==> config.mk <==
export PLATFORM = sky130hd
export DESIGN_NAME = printf_format_engine_unit
export DESIGN_NICKNAME = d
export VERILOG_FILES = /design/src/rtl/pfe_pkg.sv /design/src/rtl/pfe_bin2bcd.sv /design/src/rtl/printf_format_engine_unit.sv
export SDC_FILE = /design/constraint.sdc
export NUM_CORES = 1
export LEC_CHECK = 0
export BUFFER_PORTS_ARGS = -buffer_cell sky130_fd_sc_hd__buf_2
export CAP_MARGIN = 10
export CORE_MARGIN = 4
export CORE_UTILIZATION = 45
export DETAILED_ROUTE_END_ITERATION = 6
export PLACE_DENSITY = 0.74
export SETUP_SLACK_MARGIN = 0.05
export SKIP_CTS_REPAIR_TIMING = 1
export SLEW_MARGIN = 15
export SYNTH_ARGS = -nofsm -noshare
export SYNTH_HDL_FRONTEND = slang
export SYNTH_HIERARCHICAL = 1
export SYNTH_SLANG_ARGS = --single-unit
==> constraint.sdc <==
create_clock -name clk -period 7.06 [get_ports clk]
set_input_delay 1.059 -clock clk [delete_from_list [all_inputs] [get_ports clk]]
set_output_delay 1.059 -clock clk [all_outputs]
set_load 0.01 [all_outputs]
==> src/rtl/pfe_pkg.sv <==
`default_nettype none

package pfe_pkg;

    // Field and store widths
    localparam int BYTE_W     = 8;
    localparam int ARG_W      = 64;
    localparam int BIN_W      = 32;
    localparam int COUNT_W    = 31;
    localparam int DEC_DIGITS = 10;
    localparam int BCD_W      = 4 * DEC_DIGITS;
    localparam int HEX_DIGITS = ARG_W / 4;
    localparam int DCNT_W     = $clog2(HEX_DIGITS + 1);
    localparam int PRE_BYTES  = 5;
    localparam int PRE_W      = BYTE_W * PRE_BYTES;
    localparam int PCNT_W     = $clog2(PRE_BYTES + 1);
    localparam int BITCNT_W   = $clog2(BIN_W);

    localparam logic [COUNT_W-1:0] COUNT_MAX = {COUNT_W{1'b1}};

    // ASCII codes
    localparam logic [BYTE_W-1:0] CH_NUL     = 8'h00;
    localparam logic [BYTE_W-1:0] CH_PERCENT = 8'h25;
    localparam logic [BYTE_W-1:0] CH_MINUS   = 8'h2D;
    localparam logic [BYTE_W-1:0] CH_ZERO    = 8'h30;
    localparam logic [BYTE_W-1:0] CH_LOW_X   = 8'h78;
    localparam logic [BYTE_W-1:0] CH_LOW_A   = 8'h61;
    localparam logic [BYTE_W-1:0] CH_UP_A    = 8'h41;
    localparam logic [BYTE_W-1:0] CH_LOW_C   = 8'h63;
    localparam logic [BYTE_W-1:0] CH_LOW_D   = 8'h64;
    localparam logic [BYTE_W-1:0] CH_LOW_I   = 8'h69;
    localparam logic [BYTE_W-1:0] CH_LOW_U   = 8'h75;
    localparam logic [BYTE_W-1:0] CH_UP_X    = 8'h58;
    localparam logic [BYTE_W-1:0] CH_LOW_P   = 8'h70;

    // Prefix strings, first byte in the top position
    localparam logic [PRE_W-1:0] NIL_TEXT   = 40'h28_6E_69_6C_29;
    localparam logic [PRE_W-1:0] HEX_PREFIX = {CH_ZERO, CH_LOW_X, 24'h0};

    // Sequencer states
    typedef enum logic [3:0] {
        ST_IDLE = 4'b0001,
        ST_CONV = 4'b0010,
        ST_NORM = 4'b0100,
        ST_EMIT = 4'b1000
    } state_t;

    // Digit value to ASCII, decimal or hex
    function automatic logic [BYTE_W-1:0] digit_char(input logic [3:0] nib,
                                                     input logic upper);
        logic [BYTE_W-1:0] wide;
        wide = {4'h0, nib};
        if (nib < 4'd10) begin
            digit_char = CH_ZERO + wide;
        end else begin
            digit_char = (upper ? CH_UP_A : CH_LOW_A) + wide - 8'd10;
        end
    endfunction

endpackage

`default_nettype wire

==> src/rtl/pfe_bin2bcd.sv <==
`default_nettype none

module pfe_bin2bcd (
    input  logic                          clk,
    input  logic                          rst_n,
    input  logic                          start,
    input  logic [pfe_pkg::BIN_W-1:0]     bin,
    output logic                          done,
    output logic [pfe_pkg::BCD_W-1:0]     bcd
);
    import pfe_pkg::*;

    logic                busy_reg,  busy_next;
    logic                done_reg,  done_next;
    logic [BITCNT_W-1:0] cnt_reg,   cnt_next;
    logic [BIN_W-1:0]    bin_reg,   bin_next;
    logic [BCD_W-1:0]    bcd_reg,   bcd_next;
    logic [BCD_W-1:0]    adj;

    // Add three to every digit of five or more before the shift
    always_comb
    begin
        for (int i = 0; i < DEC_DIGITS; i++)
        begin
            if (bcd_reg[4*i +: 4] >= 4'd5) begin
                adj[4*i +: 4] = bcd_reg[4*i +: 4] + 4'd3;
            end else begin
                adj[4*i +: 4] = bcd_reg[4*i +: 4];
            end
        end
    end

    // Shift one binary bit into the digit word each cycle
    always_comb
    begin
        busy_next = busy_reg;
        done_next = 1'b0;
        cnt_next  = cnt_reg;
        bin_next  = bin_reg;
        bcd_next  = bcd_reg;
        if (start) begin
            busy_next = 1'b1;
            cnt_next  = '0;
            bin_next  = bin;
            bcd_next  = '0;
        end else if (busy_reg) begin
            bcd_next = {adj[BCD_W-2:0], bin_reg[BIN_W-1]};
            bin_next = {bin_reg[BIN_W-2:0], 1'b0};
            cnt_next = cnt_reg + 1'b1;
            if (cnt_reg == BITCNT_W'(BIN_W - 1)) begin
                busy_next = 1'b0;
                done_next = 1'b1;
            end
        end
    end

    always_ff @(posedge clk or negedge rst_n)
    begin
        if (!rst_n) begin
            busy_reg <= 1'b0;
            done_reg <= 1'b0;
            cnt_reg  <= '0;
        end else begin
            busy_reg <= busy_next;
            done_reg <= done_next;
            cnt_reg  <= cnt_next;
        end
    end

    always_ff @(posedge clk)
    begin
        bin_reg <= bin_next;
        bcd_reg <= bcd_next;
    end

    assign done = done_reg;
    assign bcd  = bcd_reg;

endmodule

`default_nettype wire

==> src/rtl/printf_format_engine_unit.sv <==
// Streaming printf-style formatter.
// Input channel: in_valid/in_stall carry one format byte (fmt_byte) with its
// argument (arg_value). Output channel: out_valid/out_stall carry one ASCII
// byte (out_byte), a flag on the final byte of an item (last), and the
// saturating count of bytes emitted so far including this one (total_count).
// A literal byte or single-character conversion is placed in the prefix
// register on acceptance and sent from the emit state. Hex conversions
// strip leading zeros, one nibble a cycle, keeping at least one of the 8
// digits of %x and %X or the 16 of %p, then send one byte a cycle. Decimal
// conversions first wait on the shift-and-add-three BCD converter, then
// strip or send each of the 10 digits, one a cycle, after the sign. Bytes
// go out at that rate only while the receiver keeps up.
// The input is stalled from acceptance until the last byte of the item
// has been loaded into the output register, so items are handled one at a
// time; the next item may be taken while that last byte still waits.
// A '%', a NUL, or an unknown selector produces nothing and the input is
// ready again in the next cycle.
// Reset clears the pending '%', the byte count and the output valid flag.
// While out_stall is high and a byte is valid, that byte holds and the emit state waits.
`default_nettype none

module printf_format_engine_unit (
    input  logic                          clk,
    input  logic                          rst_n,
    input  logic                          in_valid,
    output logic                          in_stall,
    input  logic [pfe_pkg::BYTE_W-1:0]    fmt_byte,
    input  logic [pfe_pkg::ARG_W-1:0]     arg_value,
    output logic                          out_valid,
    input  logic                          out_stall,
    output logic [pfe_pkg::BYTE_W-1:0]    out_byte,
    output logic                          last,
    output logic [pfe_pkg::COUNT_W-1:0]   total_count
);
    import pfe_pkg::*;

    state_t              state_reg,     state_next;
    logic                pending_reg,   pending_next;
    logic [PRE_W-1:0]    pre_reg,       pre_next;
    logic [PCNT_W-1:0]   pre_cnt_reg,   pre_cnt_next;
    logic [ARG_W-1:0]    dig_reg,       dig_next;
    logic [DCNT_W-1:0]   dig_cnt_reg,   dig_cnt_next;
    logic                upper_reg,     upper_next;
    logic [COUNT_W-1:0]  count_reg,     count_next;
    logic                out_valid_reg, out_valid_next;
    logic [BYTE_W-1:0]   out_byte_reg,  out_byte_next;
    logic                out_last_reg,  out_last_next;

    logic                in_accept;
    logic                out_free;
    logic                emit_go;
    logic [BYTE_W-1:0]   emit_byte;
    logic                emit_last;
    logic                is_dec;
    logic                neg;
    logic [BIN_W-1:0]    low;
    logic                bcd_start;
    logic [BIN_W-1:0]    bcd_bin;
    logic                bcd_done;
    logic [BCD_W-1:0]    bcd;

    assign in_accept = in_valid && (state_reg == ST_IDLE);
    assign in_stall  = (state_reg != ST_IDLE);
    assign out_free  = !out_valid_reg || !out_stall;
    assign emit_go   = (state_reg == ST_EMIT) && out_free;

    // Pick the next byte: prefix bytes first, then digits from the top
    assign emit_byte = (pre_cnt_reg != '0) ? pre_reg[PRE_W-1 -: BYTE_W]
                                           : digit_char(dig_reg[ARG_W-1 -: 4], upper_reg);
    assign emit_last = (pre_cnt_reg != '0) ? ((pre_cnt_reg == PCNT_W'(1)) && (dig_cnt_reg == '0))
                                           : (dig_cnt_reg == DCNT_W'(1));

    // Operand for the decimal converter
    assign low       = arg_value[BIN_W-1:0];
    assign is_dec    = (fmt_byte == CH_LOW_D) || (fmt_byte == CH_LOW_I)
                    || (fmt_byte == CH_LOW_U);
    assign neg       = ((fmt_byte == CH_LOW_D) || (fmt_byte == CH_LOW_I)) && low[BIN_W-1];
    assign bcd_bin   = neg ? (BIN_W'(0) - low) : low;
    assign bcd_start = in_accept && pending_reg && is_dec;

    pfe_bin2bcd u_bin2bcd (
        .clk   (clk),
        .rst_n (rst_n),
        .start (bcd_start),
        .bin   (bcd_bin),
        .done  (bcd_done),
        .bcd   (bcd)
    );

    // Sequencer: decode, convert, strip zeros, emit
    always_comb
    begin
        state_next   = state_reg;
        pending_next = pending_reg;
        pre_next     = pre_reg;
        pre_cnt_next = pre_cnt_reg;
        dig_next     = dig_reg;
        dig_cnt_next = dig_cnt_reg;
        upper_next   = upper_reg;
        unique case (state_reg)
            ST_IDLE:
            begin
                if (in_accept) begin
                    pre_cnt_next = '0;
                    dig_cnt_next = '0;
                    upper_next   = 1'b0;
                    if (pending_reg) begin
                        pending_next = 1'b0;
                        unique case (fmt_byte) inside
                            CH_PERCENT:
                            begin
                                pre_next     = {CH_PERCENT, 32'h0};
                                pre_cnt_next = PCNT_W'(1);
                                state_next   = ST_EMIT;
                            end
                            CH_LOW_C:
                            begin
                                pre_next     = {arg_value[BYTE_W-1:0], 32'h0};
                                pre_cnt_next = PCNT_W'(1);
                                state_next   = ST_EMIT;
                            end
                            CH_LOW_D, CH_LOW_I, CH_LOW_U:
                            begin
                                pre_next     = {CH_MINUS, 32'h0};
                                pre_cnt_next = neg ? PCNT_W'(1) : PCNT_W'(0);
                                state_next   = ST_CONV;
                            end
                            CH_LOW_X, CH_UP_X:
                            begin
                                dig_next     = {low, 32'h0};
                                dig_cnt_next = DCNT_W'(HEX_DIGITS / 2);
                                upper_next   = (fmt_byte == CH_UP_X);
                                state_next   = ST_NORM;
                            end
                            CH_LOW_P:
                            begin
                                if (arg_value == '0) begin
                                    pre_next     = NIL_TEXT;
                                    pre_cnt_next = PCNT_W'(PRE_BYTES);
                                    state_next   = ST_EMIT;
                                end else begin
                                    pre_next     = HEX_PREFIX;
                                    pre_cnt_next = PCNT_W'(2);
                                    dig_next     = arg_value;
                                    dig_cnt_next = DCNT_W'(HEX_DIGITS);
                                    state_next   = ST_NORM;
                                end
                            end
                            default:
                            begin
                                state_next = ST_IDLE;
                            end
                        endcase
                    end else if (fmt_byte == CH_PERCENT) begin
                        pending_next = 1'b1;
                    end else if (fmt_byte != CH_NUL) begin
                        pre_next     = {fmt_byte, 32'h0};
                        pre_cnt_next = PCNT_W'(1);
                        state_next   = ST_EMIT;
                    end
                end
            end
            ST_CONV:
            begin
                if (bcd_done) begin
                    dig_next     = {bcd, {(ARG_W - BCD_W){1'b0}}};
                    dig_cnt_next = DCNT_W'(DEC_DIGITS);
                    state_next   = ST_NORM;
                end
            end
            ST_NORM:
            begin
                if ((dig_cnt_reg > DCNT_W'(1)) && (dig_reg[ARG_W-1 -: 4] == 4'h0)) begin
                    dig_next     = {dig_reg[ARG_W-5:0], 4'h0};
                    dig_cnt_next = dig_cnt_reg - 1'b1;
                end else begin
                    state_next = ST_EMIT;
                end
            end
            ST_EMIT:
            begin
                if (emit_go) begin
                    if (pre_cnt_reg != '0) begin
                        pre_next     = {pre_reg[PRE_W-BYTE_W-1:0], 8'h0};
                        pre_cnt_next = pre_cnt_reg - 1'b1;
                    end else begin
                        dig_next     = {dig_reg[ARG_W-5:0], 4'h0};
                        dig_cnt_next = dig_cnt_reg - 1'b1;
                    end
                    if (emit_last) begin
                        state_next = ST_IDLE;
                    end
                end
            end
            default:
            begin
                state_next = ST_IDLE;
            end
        endcase
    end

    // Output register and saturating byte count
    always_comb
    begin
        out_valid_next = out_valid_reg;
        out_byte_next  = out_byte_reg;
        out_last_next  = out_last_reg;
        count_next     = count_reg;
        if (out_free) begin
            out_valid_next = emit_go;
        end
        if (emit_go) begin
            out_byte_next = emit_byte;
            out_last_next = emit_last;
            if (count_reg != COUNT_MAX) begin
                count_next = count_reg + 1'b1;
            end
        end
    end

    always_ff @(posedge clk or negedge rst_n)
    begin
        if (!rst_n) begin
            state_reg     <= ST_IDLE;
            pending_reg   <= 1'b0;
            pre_cnt_reg   <= '0;
            dig_cnt_reg   <= '0;
            count_reg     <= '0;
            out_valid_reg <= 1'b0;
        end else begin
            state_reg     <= state_next;
            pending_reg   <= pending_next;
            pre_cnt_reg   <= pre_cnt_next;
            dig_cnt_reg   <= dig_cnt_next;
            count_reg     <= count_next;
            out_valid_reg <= out_valid_next;
        end
    end

    always_ff @(posedge clk)
    begin
        pre_reg      <= pre_next;
        dig_reg      <= dig_next;
        upper_reg    <= upper_next;
        out_byte_reg <= out_byte_next;
        out_last_reg <= out_last_next;
    end

    assign out_valid   = out_valid_reg;
    assign out_byte    = out_byte_reg;
    assign last        = out_last_reg;
    assign total_count = count_reg;

`ifndef NO_ASSERTIONS
    // The count moves only when a byte is loaded for output
    a_count_hold: assert property (@(posedge clk) disable iff (!rst_n)
        !emit_go |=> $stable(count_reg))
        else $error("byte count changed with no byte emitted");

    // Zero stripping always leaves at least one digit
    a_norm_digits: assert property (@(posedge clk) disable iff (!rst_n)
        (state_reg == ST_NORM) |-> (dig_cnt_reg != '0))
        else $error("digit stripping with no digits left");

    // Emitting always has something left to send
    a_emit_nonempty: assert property (@(posedge clk) disable iff (!rst_n)
        (state_reg == ST_EMIT) |-> ((pre_cnt_reg != '0) || (dig_cnt_reg != '0)))
        else $error("emit state with nothing to send");

    // The converter only finishes while the sequencer waits for it
    a_conv_done: assert property (@(posedge clk) disable iff (!rst_n)
        bcd_done |-> (state_reg == ST_CONV))
        else $error("BCD result arrived outside conversion");
`endif

endmodule

`default_nettype wire

==> results.yml <==
critical_path:
  r2r-end: "dig_reg[10]"
  crit_required_ns: 7.23
  r2r_start: "state_reg[0]"
  crit_type: "primary input to register"
  crit_chain: "buf_2 -> inv_1 -> ha_1 -> nor3b_1 -> nand3_1 -> nor3_1 -> a31oi_1 -> o21ai_0 -> a21oi_4 -> buf_4"
  worstPathMaxFanout: 64
  reg2reg_depth: 6
  crit_path_end_kind: "register"
  cp_top_family: "simple AND/OR/NAND/NOR gates"
  crit_slowest_cell: "nor3b_1"
  critPathMaxStageDelay_ns: 0.49
  cp_num_buf_inv: 3
  rrSetupSlack_ns: 3.85
  crit_path_start_kind: "primary input"
  crit_arrival_ns: 3.88
floorplanning:
  design.core.area_sq_mm: 0.02598
  dieWidth_microns: 170.3
  dieHeight_microns: 170.3
  start_util: 0.4560
  num_io_pins: 118
  die_area_sq_mm: 0.02899
  row_count: 59
clocking:
  cts_made_buffers: 24
  htreeDepth: 1
  clkLatencyLatePin_ns: 0.53
  cts_root_buffer: "clkbuf_16"
  path_clk_slew_ns: 0.06
  cts_tree: "done"
  cts_sinks: 215
  cts_buffer_depth: 3
layout:
  largest_reg_flops: 64
  final_nets: 1324
  design_area_sq_mm: 0.01347
  drive_above_1_share: 0.1953
  multi_input_area_sq_mm: 0.005550
  antenna_cells: 0
  areaGrowthSynthToFinish_pct: 13.65
  fillers: 2288
  regArea_sq_mm: 0.005798
sta:
  timing.setup.tns_ns: 0
  finalWorstSetupSlack_ns: 3.348
  final_hold_viol_count: 0
  drv_slew: 0
  worst_hold_slack_ns: 0.4629
  worst_slew_pin_slew_ns: 1.185
  rsz0062_at_grt: "false"
  fin_crit_sh: 0.5258
  skew_ns: 0.01402
  slew_headroom: 0.2030
  max_clock_freq_ghz: 0.2694
  setup_violations: 0
  fin_crit_ns: 3.712
global_route:
  grt_start_max_net_pins: 91
  grt_pass1_wl_mm: 45.95
  antenna_found_initial: 0
  grt_use_total: 0.1924
  grt_pass1_vias: 8760
  grt_overflow: 0
placed_design:
  place_congestion: 0.8804
  pre_cts_slack_ns: 2.874
  place.port_buffers: 117
  place_hpwl_mm: 20.29
  dpl_cell_area_sq_mm: 0.01268
detailed_routing:
  post_drt_via_cell_ratio: 5.946
  wl_per_cell_microns: 18.60
  ant_nets: 0
  route.detailed.drc: 0
  wirelength_mm: 29.18
  dr_total_vias: 9329
  dr.pass1.iters: 7
  drt_iter0_drc: 953
power:
  p_sw_w: 0.001175
  p_leak_nw: 5.347
  swShare: 0.2997
  ir_drop_v: 0.0001842
  clockPowerShare: 0.314
  pwr-share-seq: 0.469
  cellPowerDensity_mw_per_mm2: 291.2
  p_comb_frac: 0.216
  internal_power_w: 0.002747
logic_synthesis:
  synthFlopType: "edfxtp_1"
  synthCells: 1129
  synth_nets: 1237
  synthesis.area_sq_mm: 0.01185
  synth-seq-cells: 215
  avgSynthCellArea_sq_um: 10.50
  synth_top_area_cell: "edfxtp_1"
  ys_seq_area_frac: 0.4892
  ys_types: 80
  synth_top_area_share: 0.3117
  ys_warn_count: 6
  async_flop_share: 0.2419
  synth_edf_count: 123
  synth_area_leaders: "edfxtp_1 31%, dfrtp_1 11%, dfxtp_1 6.8%, o21ai_0 3.8%, xnor2_1 3.6%"
run:
  maxCapViolCount: 0
min_path:
  hold_end: "state_reg[1]"
  hp-start: "u_bin2bcd/done"
  hold_class: "register to register"
  hold_depth: 1
outcome:
  status: "completed"
-- worst reg2reg max path: stages (launching register included) --
cell,delay (ns)
dfstp_2,0.64
or4b_1,0.53
o22ai_1,0.30
a221oi_1,0.26
o21ai_0,0.24
a21oi_4,0.16
buf_4,0.67
-- layer usage --
| layer | vias to the layer above | global-route usage | share of wire |
|---|---|---|---|
| met1 | 4487 | 0.2673 | 0.43 |
| li1 | 4415 | - | - |
| met2 | 365 | 0.3112 | 0.47 |
| met3 | 62 | 0.03182 | 0.076 |
| met5 | - | 0 | 0 |
| met4 | 0 | 0.05729 | 0.028 |
-- cells in the mapped netlist (5+ instances only) --
cell type and instances:
a21bo_2 7, a21o_1 6, a21oi_1 54, a222oi_1 8
a22o_1 20, a22oi_1 32, a311oi_2 7, and2_1 7
and3_1 11, and4_1 6, buf_2 24, clkbuf_1 38
dfrtp_1 51, dfxtp_1 40, edfxtp_1 123, ha_1 32
inv_1 66, mux2_2 34, mux2i_1 36, nand2_1 64
nand2b_1 9, nand3_1 31, nand4_1 17, nand4b_1 7
nor2_1 57, nor3_1 30, nor4_1 14, nor4b_1 5
o21ai_0 90, o21ai_1 14, o22a_2 7, o22ai_1 9
o31ai_1 7, o32ai_1 9, or3_1 15, or4_1 6
xnor2_1 49, xor2_1 17
-- power groups by stage --
stage	logic, W	registers [W]	clock network [W]
2_1_floorplan	0.000573	0.00183	0
3_3_place_gp	0.000817	0.00185	0
3_5_place_dp	0.000840	0.00186	0
4_1_cts	0.000845	0.00184	0.00126
5_1_grt	0.000945	0.00187	0.00131
6_report	0.000849	0.00184	0.00123
-- area by class of cell --
cell class,instances,share of cell area
well taps,335,0.03112
inverters,66,0.01839
clock buffers,41,0.05472
flip-flops and latches,215,0.4305
repair buffers,129,0.05017
multi-input cells,780,0.4121
clock inverters,3,0.002973
-- kinds of logic (layout without fill, tap and decap cells) --
family | after synthesis | in the layout | synth area share
AOI/OAI and AO/OA | 308 | 308 | 0.1802
and+or+nand+nor | 304 | 304 | 0.1383
DFF | 215 | 215 | 0.4892
buffers and inverters | 134 | 239 | 0.04699
muxes | 70 | 70 | 0.06272
xor gates and xnor gates | 66 | 66 | 0.04878
adders and majority gates | 32 | 32 | 0.03379
-- stage by stage --
| stage | power (W) | util | std cells |
|---|---|---|---|
| 3_3_place_gp | 0.002668 | 0.4881 | 1525 |
| 5_1_grt | 0.004121 | 0.5183 | 1569 |
| 3_5_place_dp | 0.002699 | 0.4881 | 1525 |
| 4_1_cts | 0.003944 | 0.5180 | 1569 |
| 2_1_floorplan | 0.002404 | - | 1129 |
| 6_report | 0.003922 | 0.5183 | 1569 |
-- placed cells by master (no fill, tap or decap), types with 11 or more instances in the layout --
cell type  synthesis  final
a21oi_1           54     53
a22o_1            20     20
a22oi_1           32     32
and3_1            11     11
buf_2             24    117
buf_4              2     12
clkbuf_1          38     12
clkbuf_16          0     26
dfrtp_1           51     50
dfxtp_1           40     40
edfxtp_1         123    123
ha_1              32     32
inv_1             66     66
mux2_2            34     34
mux2i_1           36     36
nand2_1           64     64
nand3_1           31     31
nand4_1           17     17
nor2_1            57     56
nor3_1            30     28
nor4_1            14     13
o21ai_0           90     90
o21ai_1           14     14
or3_1             15     15
xnor2_1           49     49
xor2_1            17     17
-- worst max-delay path by stage --
stage	end	cells past startpoint	from
after CTS	dig_reg[51]	10	arg_value[0]
final	dig_reg[10]	10	arg_value[0]
after global placement	dig_reg[9]	10	arg_value[0]
after floorplan	dig_reg[0]	7	fmt_byte[6]
after detailed placement	dig_reg[10]	10	arg_value[0]
after global routing	dig_reg[45]	10	arg_value[0]
Note: power is estimated with default switching activity, not from simulation.
